--- config.mk ---
export PLATFORM = sky130hd
export DESIGN_NAME = three_register_instruction_executor
export DESIGN_NICKNAME = d
export VERILOG_FILES = /design/src/trie_pkg.sv /design/src/three_register_instruction_executor.sv
export SDC_FILE = /design/constraint.sdc
export NUM_CORES = 1
export LEC_CHECK = 0
export ABC_AREA = 1
export BUFFER_PORTS_ARGS = -buffer_cell sky130_fd_sc_hd__buf_2
export CAP_MARGIN = 20
export CORE_ASPECT_RATIO = 1.25
export CORE_MARGIN = 2
export CORE_UTILIZATION = 45
export CTS_BUF_LIST = sky130_fd_sc_hd__clkbuf_16
export DETAILED_ROUTE_END_ITERATION = 6
export PLACE_DENSITY = 0.63
export SKIP_CTS_REPAIR_TIMING = 1
export SYNTH_ARGS = -nofsm -noshare
export SYNTH_HDL_FRONTEND = slang
export SYNTH_SLANG_ARGS = --single-unit
--- constraint.sdc ---
create_clock -name clk -period 7.6 [get_ports clk]
set_clock_uncertainty 0.2 [all_clocks]
set_input_delay 0.76 -clock clk [delete_from_list [all_inputs] [get_ports clk]]
set_output_delay 0.76 -clock clk [all_outputs]
set_load 0.005 [all_outputs]
--- src/trie_pkg.sv ---
// Shared types and constants for the three-register instruction executor.
`timescale 1ns / 1ps

package trie_pkg;

  // Data path and iteration sizes
  localparam int DATA_W   = 32;
  localparam int PC_OUT_W = 16;
  localparam int STEP_W   = $clog2(DATA_W);
  localparam logic [STEP_W-1:0] LAST_STEP = STEP_W'(DATA_W - 1);

  localparam logic [DATA_W-1:0] INT_MIN   = {1'b1, {(DATA_W-1){1'b0}}};
  localparam logic [DATA_W-1:0] MINUS_ONE = {DATA_W{1'b1}};
  localparam logic [DATA_W-1:0] ONE       = DATA_W'(1);

  // Operation codes
  localparam logic [3:0] ACT_ADD  = 4'd0;
  localparam logic [3:0] ACT_SUB  = 4'd1;
  localparam logic [3:0] ACT_MUL  = 4'd2;
  localparam logic [3:0] ACT_DIV  = 4'd3;
  localparam logic [3:0] ACT_MOVE = 4'd4;
  localparam logic [3:0] ACT_INC  = 4'd5;
  localparam logic [3:0] ACT_DEC  = 4'd6;
  localparam logic [3:0] ACT_LOAD = 4'd7;
  localparam logic [3:0] ACT_JUMP = 4'd8;
  localparam logic [3:0] ACT_CJMP = 4'd9;

  // Register select codes; the last one names no register
  localparam logic [1:0] REG_A    = 2'd0;
  localparam logic [1:0] REG_B    = 2'd1;
  localparam logic [1:0] REG_C    = 2'd2;
  localparam logic [1:0] REG_NONE = 2'd3;

  localparam int IN_W  = 104;
  localparam int OUT_W = 152;

  // Input item as packed on in_tdata, last field in the lowest bits
  typedef struct packed {
    logic [6:0]        pad;
    logic [7:0]        instr_length;
    logic [15:0]       jump_target;
    logic [DATA_W-1:0] mem_value;
    logic [DATA_W-1:0] immediate;
    logic [1:0]        src_reg;
    logic              src_is_reg;
    logic [1:0]        dest_reg;
    logic [3:0]        action;
  } in_item_t;

  // Result item as packed on out_tdata, last field in the lowest bits
  typedef struct packed {
    logic [6:0]          pad;
    logic                fault;
    logic [PC_OUT_W-1:0] next_pc;
    logic [DATA_W-1:0]   out_loop;
    logic [DATA_W-1:0]   out_c;
    logic [DATA_W-1:0]   out_b;
    logic [DATA_W-1:0]   out_a;
  } out_item_t;

endpackage

--- src/three_register_instruction_executor.sv ---
// Top level of the three-register instruction executor.
`timescale 1ns / 1ps

// Executes one decoded instruction per input transfer against registers A, B, C,
// the loop register and the program counter, and returns one result transfer with
// the machine state after it. All data arithmetic runs through a single 33-bit
// adder/subtractor under a small sequencer. Add, subtract, increment, decrement,
// move, load, jump and counted jump pass through one execute state before commit;
// multiply runs 32 shift-add steps and divide runs operand sign fixes plus 32
// restoring steps, both at one bit per cycle around the shared adder. A multiply
// or divide that writes no register, or a divide that raises a fault, skips
// the step loop. The input is not ready while an instruction is at work; it is
// ready again while a finished result still waits on the output. A configuration
// write copies its value into the loop register.
module three_register_instruction_executor #(
  parameter int ADDR_WIDTH = 16
) (
  input  logic                        clk,
  input  logic                        rst_n,
  // Instruction input
  input  logic                        in_tvalid,
  output logic                        in_tready,
  // action[3:0], dest_reg[5:4], src_is_reg[6], src_reg[8:7], immediate[40:9],
  // mem_value[72:41], jump_target[88:73], instr_length[96:89], zero pad
  input  logic [trie_pkg::IN_W-1:0]   in_tdata,
  // Result output
  output logic                        out_tvalid,
  input  logic                        out_tready,
  // out_a[31:0], out_b[63:32], out_c[95:64], out_loop[127:96],
  // next_pc[143:128], fault[144], zero pad
  output logic [trie_pkg::OUT_W-1:0]  out_tdata,
  // Loop register start value
  input  logic                        cfg_valid,
  output logic                        cfg_ready,
  input  logic [trie_pkg::DATA_W-1:0] cfg_data
);

  localparam int DW = trie_pkg::DATA_W;

  // Sequencer states
  localparam logic [2:0] S_IDLE = 3'd0;
  localparam logic [2:0] S_EXEC = 3'd1;
  localparam logic [2:0] S_MUL  = 3'd2;
  localparam logic [2:0] S_DABS = 3'd3;
  localparam logic [2:0] S_DIV  = 3'd4;
  localparam logic [2:0] S_FIX  = 3'd5;
  localparam logic [2:0] S_DONE = 3'd6;

  trie_pkg::in_item_t  in_item;
  trie_pkg::out_item_t out_item;

  // Architectural state
  logic [DW-1:0]         reg_a_r, reg_a_nxt;
  logic [DW-1:0]         reg_b_r, reg_b_nxt;
  logic [DW-1:0]         reg_c_r, reg_c_nxt;
  logic [DW-1:0]         loop_r, loop_nxt;
  logic [ADDR_WIDTH-1:0] pc_r, pc_nxt;

  // Sequencer and working registers
  logic [2:0]                  state_r, state_nxt;
  logic [3:0]                  act_r, act_nxt;
  logic [1:0]                  dst_r, dst_nxt;
  logic                        wen_r, wen_nxt;
  logic                        fault_r, fault_nxt;
  logic                        neg_r, neg_nxt;
  logic [DW-1:0]               opa_r, opa_nxt;
  logic [DW-1:0]               opb_r, opb_nxt;
  logic [DW-1:0]               res_r, res_nxt;
  logic [trie_pkg::STEP_W-1:0] cnt_r, cnt_nxt;
  logic [ADDR_WIDTH-1:0]       npc_r, npc_nxt;

  // Output register
  logic                       out_valid_r, out_valid_nxt;
  logic [trie_pkg::OUT_W-1:0] out_data_r, out_data_nxt;

  // Shared adder/subtractor
  logic [DW-1:0] add_a, add_b;
  logic          add_sub;
  logic [DW:0]   add_y;

  // Decode helpers at accept time
  logic                  in_fire;
  logic                  done_go;
  logic [DW-1:0]         dst_val, src_val, src_opnd;
  logic                  dst_ok, src_ok, is_alu;
  logic                  in_wen;
  logic [ADDR_WIDTH-1:0] pc_seq, pc_tgt;

  assign in_item   = trie_pkg::in_item_t'(in_tdata);
  assign in_tready = (state_r == S_IDLE) && !cfg_valid;
  assign cfg_ready = (state_r == S_IDLE);
  assign in_fire   = in_tvalid && in_tready;
  assign done_go   = (state_r == S_DONE) && (!out_valid_r || out_tready);

  assign out_tvalid = out_valid_r;
  assign out_tdata  = out_data_r;

  // Register file reads for destination and source
  always_comb begin
    unique case (in_item.dest_reg)
      trie_pkg::REG_A: dst_val = reg_a_r;
      trie_pkg::REG_B: dst_val = reg_b_r;
      trie_pkg::REG_C: dst_val = reg_c_r;
      default:         dst_val = '0;
    endcase
    unique case (in_item.src_reg)
      trie_pkg::REG_A: src_val = reg_a_r;
      trie_pkg::REG_B: src_val = reg_b_r;
      trie_pkg::REG_C: src_val = reg_c_r;
      default:         src_val = '0;
    endcase
  end

  // Operand validity and write enable of the decoded instruction
  always_comb begin
    dst_ok   = (in_item.dest_reg != trie_pkg::REG_NONE);
    src_ok   = in_item.src_is_reg ? (in_item.src_reg != trie_pkg::REG_NONE) :
                                    (in_item.immediate != '0);
    src_opnd = in_item.src_is_reg ? src_val : in_item.immediate;
    is_alu   = (in_item.action <= trie_pkg::ACT_MOVE);
    if (is_alu) begin
      in_wen = dst_ok && src_ok &&
               !((in_item.action == trie_pkg::ACT_MOVE) && in_item.src_is_reg &&
                 (in_item.src_reg == in_item.dest_reg));
    end else begin
      in_wen = dst_ok && ((in_item.action == trie_pkg::ACT_INC) ||
                          (in_item.action == trie_pkg::ACT_DEC) ||
                          (in_item.action == trie_pkg::ACT_LOAD));
    end
  end

  // Sequential and jump addresses
  assign pc_seq = pc_r + ADDR_WIDTH'(in_item.instr_length);
  assign pc_tgt = ADDR_WIDTH'(in_item.jump_target);

  // Operand selection of the shared adder
  always_comb begin
    add_a   = opa_r;
    add_b   = opb_r;
    add_sub = 1'b0;
    unique case (state_r)
      S_EXEC: begin
        if (act_r == trie_pkg::ACT_CJMP) begin
          add_a   = loop_r;
          add_b   = trie_pkg::ONE;
          add_sub = 1'b1;
        end else if (act_r == trie_pkg::ACT_DIV) begin
          add_a   = '0;
          add_b   = opa_r;
          add_sub = 1'b1;
        end else begin
          add_sub = (act_r == trie_pkg::ACT_SUB) || (act_r == trie_pkg::ACT_DEC);
        end
      end
      S_MUL: begin
        add_a = res_r;
        add_b = opa_r;
      end
      S_DABS: begin
        add_a   = '0;
        add_b   = opb_r;
        add_sub = 1'b1;
      end
      S_DIV: begin
        add_a   = {res_r[DW-2:0], opa_r[DW-1]};
        add_b   = opb_r;
        add_sub = 1'b1;
      end
      S_FIX: begin
        add_a   = '0;
        add_b   = opa_r;
        add_sub = 1'b1;
      end
      default: begin
        add_sub = 1'b0;
      end
    endcase
  end

  assign add_y = {1'b0, add_a} + {1'b0, (add_sub ? ~add_b : add_b)} + (DW + 1)'(add_sub);

  // Sequencer and state update
  always_comb begin
    state_nxt     = state_r;
    act_nxt       = act_r;
    dst_nxt       = dst_r;
    wen_nxt       = wen_r;
    fault_nxt     = fault_r;
    neg_nxt       = neg_r;
    opa_nxt       = opa_r;
    opb_nxt       = opb_r;
    res_nxt       = res_r;
    cnt_nxt       = cnt_r;
    npc_nxt       = npc_r;
    reg_a_nxt     = reg_a_r;
    reg_b_nxt     = reg_b_r;
    reg_c_nxt     = reg_c_r;
    loop_nxt      = loop_r;
    pc_nxt        = pc_r;
    out_valid_nxt = out_valid_r && !out_tready;
    out_data_nxt  = out_data_r;
    out_item      = '0;

    unique case (state_r)
      // Take a configuration write or latch a new instruction
      S_IDLE: begin
        if (cfg_valid) begin
          loop_nxt = cfg_data;
        end else if (in_fire) begin
          act_nxt   = in_item.action;
          dst_nxt   = in_item.dest_reg;
          wen_nxt   = in_wen;
          fault_nxt = 1'b0;
          opa_nxt   = dst_val;
          priority if ((in_item.action == trie_pkg::ACT_INC) ||
                       (in_item.action == trie_pkg::ACT_DEC)) begin
            opb_nxt = trie_pkg::ONE;
          end else if (in_item.action == trie_pkg::ACT_LOAD) begin
            opb_nxt = in_item.mem_value;
          end else begin
            opb_nxt = src_opnd;
          end
          priority if (in_item.action == trie_pkg::ACT_JUMP) begin
            npc_nxt = pc_tgt;
          end else if ((in_item.action == trie_pkg::ACT_CJMP) &&
                       !loop_r[DW-1] && (loop_r != '0)) begin
            npc_nxt = pc_tgt;
          end else begin
            npc_nxt = pc_seq;
          end
          state_nxt = S_EXEC;
        end
      end

      // Single-step operations, or setup of the multi-step ones
      S_EXEC: begin
        state_nxt = S_DONE;
        unique case (act_r)
          trie_pkg::ACT_ADD, trie_pkg::ACT_SUB,
          trie_pkg::ACT_INC, trie_pkg::ACT_DEC: begin
            res_nxt = add_y[DW-1:0];
          end
          trie_pkg::ACT_MOVE, trie_pkg::ACT_LOAD: begin
            res_nxt = opb_r;
          end
          trie_pkg::ACT_MUL: begin
            res_nxt = '0;
            cnt_nxt = '0;
            if (wen_r) begin
              state_nxt = S_MUL;
            end
          end
          trie_pkg::ACT_DIV: begin
            if (!wen_r) begin
              fault_nxt = 1'b0;
            end else if ((opb_r == '0) ||
                         ((opa_r == trie_pkg::INT_MIN) && (opb_r == trie_pkg::MINUS_ONE))) begin
              // Undefined quotient: keep the destination and flag it
              fault_nxt = 1'b1;
              wen_nxt   = 1'b0;
            end else begin
              neg_nxt   = opa_r[DW-1] ^ opb_r[DW-1];
              if (opa_r[DW-1]) begin
                opa_nxt = add_y[DW-1:0];
              end
              state_nxt = S_DABS;
            end
          end
          trie_pkg::ACT_CJMP: begin
            loop_nxt = add_y[DW-1:0];
          end
          default: begin
            res_nxt = res_r;
          end
        endcase
      end

      // Shift-add multiply, one multiplier bit per cycle
      S_MUL: begin
        if (opb_r[0]) begin
          res_nxt = add_y[DW-1:0];
        end
        opa_nxt = {opa_r[DW-2:0], 1'b0};
        opb_nxt = {1'b0, opb_r[DW-1:1]};
        cnt_nxt = cnt_r + 1'b1;
        if (cnt_r == trie_pkg::LAST_STEP) begin
          state_nxt = S_DONE;
        end
      end

      // Divisor magnitude, then clear the partial remainder
      S_DABS: begin
        if (opb_r[DW-1]) begin
          opb_nxt = add_y[DW-1:0];
        end
        res_nxt   = '0;
        cnt_nxt   = '0;
        state_nxt = S_DIV;
      end

      // Restoring divide, one quotient bit per cycle
      S_DIV: begin
        if (add_y[DW]) begin
          res_nxt = add_y[DW-1:0];
        end else begin
          res_nxt = add_a;
        end
        opa_nxt = {opa_r[DW-2:0], add_y[DW]};
        cnt_nxt = cnt_r + 1'b1;
        if (cnt_r == trie_pkg::LAST_STEP) begin
          state_nxt = S_FIX;
        end
      end

      // Quotient sign
      S_FIX: begin
        res_nxt   = neg_r ? add_y[DW-1:0] : opa_r;
        state_nxt = S_DONE;
      end

      // Commit the instruction and load the output register
      S_DONE: begin
        if (done_go) begin
          if (wen_r && (dst_r == trie_pkg::REG_A)) reg_a_nxt = res_r;
          if (wen_r && (dst_r == trie_pkg::REG_B)) reg_b_nxt = res_r;
          if (wen_r && (dst_r == trie_pkg::REG_C)) reg_c_nxt = res_r;
          pc_nxt            = npc_r;
          out_item.out_a    = reg_a_nxt;
          out_item.out_b    = reg_b_nxt;
          out_item.out_c    = reg_c_nxt;
          out_item.out_loop = loop_r;
          out_item.next_pc  = trie_pkg::PC_OUT_W'(npc_r);
          out_item.fault    = fault_r;
          out_data_nxt      = out_item;
          out_valid_nxt     = 1'b1;
          state_nxt         = S_IDLE;
        end
      end

      default: begin
        state_nxt = S_IDLE;
      end
    endcase
  end

  // Control registers
  always_ff @(posedge clk) begin
    if (!rst_n) begin
      state_r     <= S_IDLE;
      out_valid_r <= 1'b0;
      reg_a_r     <= '0;
      reg_b_r     <= '0;
      reg_c_r     <= '0;
      loop_r      <= '0;
      pc_r        <= '0;
    end else begin
      state_r     <= state_nxt;
      out_valid_r <= out_valid_nxt;
      reg_a_r     <= reg_a_nxt;
      reg_b_r     <= reg_b_nxt;
      reg_c_r     <= reg_c_nxt;
      loop_r      <= loop_nxt;
      pc_r        <= pc_nxt;
    end
  end

  // Working and payload registers
  always_ff @(posedge clk) begin
    act_r      <= act_nxt;
    dst_r      <= dst_nxt;
    wen_r      <= wen_nxt;
    fault_r    <= fault_nxt;
    neg_r      <= neg_nxt;
    opa_r      <= opa_nxt;
    opb_r      <= opb_nxt;
    res_r      <= res_nxt;
    cnt_r      <= cnt_nxt;
    npc_r      <= npc_nxt;
    out_data_r <= out_data_nxt;
  end

  // A new result is loaded only when the sequencer commits an instruction
  a_out_from_done: assert property (@(posedge clk) disable iff (!rst_n)
    $rose(out_tvalid) |-> $past(state_r) == S_DONE)
    else $error("result appeared without a committed instruction");

  // An accepted instruction keeps the input busy on the next cycle
  a_busy_after_accept: assert property (@(posedge clk) disable iff (!rst_n)
    in_fire |=> !in_tready && (state_r == S_EXEC))
    else $error("input ready right after an accepted instruction");

  // A fault comes only from a suppressed divide that writes nothing
  a_fault_only_div: assert property (@(posedge clk) disable iff (!rst_n)
    (state_r == S_DONE) && fault_r |-> (act_r == trie_pkg::ACT_DIV) && !wen_r)
    else $error("fault raised outside a suppressed divide");

endmodule

==> summary.md <==
| Metric | Value |
|---|---|
| Status | complete, no violations |
| Critical Path AT | ~5800 ps |
| Drt total wl | 96.47 mm |
| Die Y | about 260 um |
| Crit path max fanout | 41 |
| Drt pass-1 iters | 7 |
| Clk buf depth | 3 |
| NumNets Final | 3,344 |
| Largest net degree at the start of global routing | 158 |
| First-pass GRT wire length | 141.3 mm |
| Unrepaired setup endpoints after global routing | false |
| Synth cell count leaders | 419 x nand2_1, 346 x inv_1, 329 x o21ai_0, 271 x edfxtp_1, 264 x nor2_1 |
| Clock Latency Late Sink | 580 ps |
| Final setup violating endpoints | 0 |
| Setup TNS Final | 0 ps |
| Detail Route Antenna Nets | 0 |
| Number of I/O port buffers | 281 |
| GP Congestion | 0.9872 |
| Initial antenna violation count | 2 |
| Slew headroom | 32.53% |
| Std cell rows | 94 |
| Worst setup SP type | register |
| Initial core utilization | between 40% and 50% |
| Clk slew on worst S/H paths | 70 ps |
| Pins Over Slew Limit | 0 |
| Crit end category | register |
| Number of synthesized flops with an enable pin | 271 |
| WS Path Type | register to register |
| Clock sink total | 419 |
| Cells after Synth | 2,954 |
| Die Wd | 210.8 um |
| Final Cycle Share | between 70 and 80% |
| Power, Total | 15.61 mW |
| Hpwl dp | around 71 mm |
| Filler Cell Count | 5,024 |
| Highest clock rate | 0.1772 GHz |
| Syn Std Cell Area | 24,050 um2 |
| Lkg Pwr | 11.00 nW |
| Synth top area cells | edfxtp_1 34%, dfxtp_1 12%, o21ai_0 6.8% |
| CTS buffer count | 43 |
| CP peak stage delay | around 650 ps |
| Tightest Pin Transition | 1012 ps |
| # IOs | 296 |
| Seq/Total Area, Yosys | about 46% |
| Final hold vios | 0 |
| Residual DRC count | 0 |
| Synth async-reset ratio | 0% |
| Tot GR Track Use | 33.75% |
| Total gr overflow | 0 |
| Vias/cell | 6.178 |
| VDD IR-drop max | 0.0007920 V |
| CTS tree | yes |
| Max-cap violation count | 0 |
| Clock Root Buffer | clkbuf_16 |
| Distinct cell type count after synthesis | 55 |
| Synthesized flop and latch total | ~420 |
| Die area | roughly 55,000 um2 |
| Layout area overhead | 14.44% |
| Number of global-route vias before repair | around 22,000 |
| Layout cells sized above 1 | 13.73% |
| Top FF cell, synth | edfxtp_1 |
| Most common cell in the netlist | nand2_1 |
| Worst path slowest cell | dfxtp_1 |
| Routed length per placed instance | 24.97 um |
| Worst Path Required | 7730 ps |
| CP dominant cell by count | nand2_1 |
| Vias post-DR | roughly 24,000 |
| PD cells | 567.2 nW/um2 |
| Yosys top cell area share | 33.84% |
| Minimum clock period | 5642 ps |
| Core Area | 52,690 um2 |
| CTS HTree Levels | 2 |
| Area leader, netlist | edfxtp_1 |
| Yosys warning total | 0 |
| First DRT Iteration DRCs | 3,320 |
| Syn avg cell area | 8.140 um2 |
| Hold/Removal Path Class | input port to register |
worst max-delay path, delay by kind of cell (launching register included):
family,cells,cell delay (ps)
buffers and inverters,8,1620
AO/OA/AOI/OAI,5,1000
AND/OR/NAND/NOR,12,1460
adder cells (fa/ha/maj),1,390
flip-flops,1,650
per-stage QoR:
step                hold slack (ps)  util (%)  std cells  setup WS (ps)  cell area [um2]
detailed placement            231.0     49.43       3782           2130            26050
CTS                           216.8     52.16       3860           2117            27490
finish                        229.1     52.23       3863           1958            27520
global route                  215.8     52.23       3863           1635            27520
global placement              214.0     49.43       3782           2230            26050
floorplan                     200.3         -       2960           1694            24070
power breakdown:
group | internal, mW | switching (mW)
logic | 2.67 | 6.98
registers | 3.26 | 0.482
clock network | 1.27 | 0.949
worst paths after layout:
path / start / endpoint / slack (ps) / cells after the start
hold / removal: in_tdata[2] / act_r[2] / 230 / 1
setup reg to reg: state_r[2] / res_r[31] / 1960 / 26
setup / recovery: state_r[2] / res_r[31] / 1960 / 26
hold reg to reg: fault_r / out_tdata[144] / 240 / 0
kinds of logic (layout without fill, tap and decap cells):
group / after synthesis / in the layout / synth area share (%)
AO/OA/AOI/OAI: 996 / 996 / 24.91
AND/OR/NAND/NOR: 880 / 880 / 15.31
buffers and inverters: 545 / 774 / 8.685
flip-flops: 419 / 419 / 46.17
XOR/XNOR: 66 / 66 / 2.404
adder cells (fa/ha/maj): 47 / 47 / 2.508
other: 1 / 9 / 0.01560
state kept, by name, indices dropped and copies added, names as in the netlist:
register	cells
act_r	4
cnt_r	5
dst_r	2
fault_r	1
loop_r	32
neg_r	1
npc_r	16
opa_r	32
opb_r	32
out_tdata	145
out_tvalid	1
pc_r	16
reg_a_r	32
reg_b_r	32
reg_c_r	32
res_r	32
state_r	3
wen_r	1
routing by layer:
metal / global-route usage, % / wire length, um
met1: 46.74 / 39350
met2: 52.07 / 42810
met3: 5.856 / 9907
met4: 14.22 / 4397
met5: 0 / 0
cells in the final DEF, fill, tap and decap left out, drive strengths merged, types with 9 or more instances in the layout:
cell type and count:
a221oi 24, o211ai 34, o31ai 16, nand4 21, buf 335, o21ai 342, dfxtp 148, xor2 56
clkbuf 46, o32ai 19, o221ai 49, ha 45, a21boi 9, inv 363, xnor2 10, clkinv 22
edfxtp 271, a21oi 260, nor4 35, nor2 266, o21a 16, a211oi 96, nor3 28, nand3 92
nand2 430, a22oi 14, a31oi 23, o22ai 73
cell type report:
type,instances,area [um2],share of cell area [%]
Sequential cell,419,11100,40.34
Multi-Input combinational cell,1996,10930,39.71
Timing Repair Buffer,335,1844,6.702
Inverter,361,1360,4.942
Clock buffer,46,1151,4.183
Tap cell,672,840.8,3.056
Clock inverter,32,287.8,1.046
Antenna cell,2,5.005,0.01819
No activity file was read; power rests on OpenSTA's default activity.
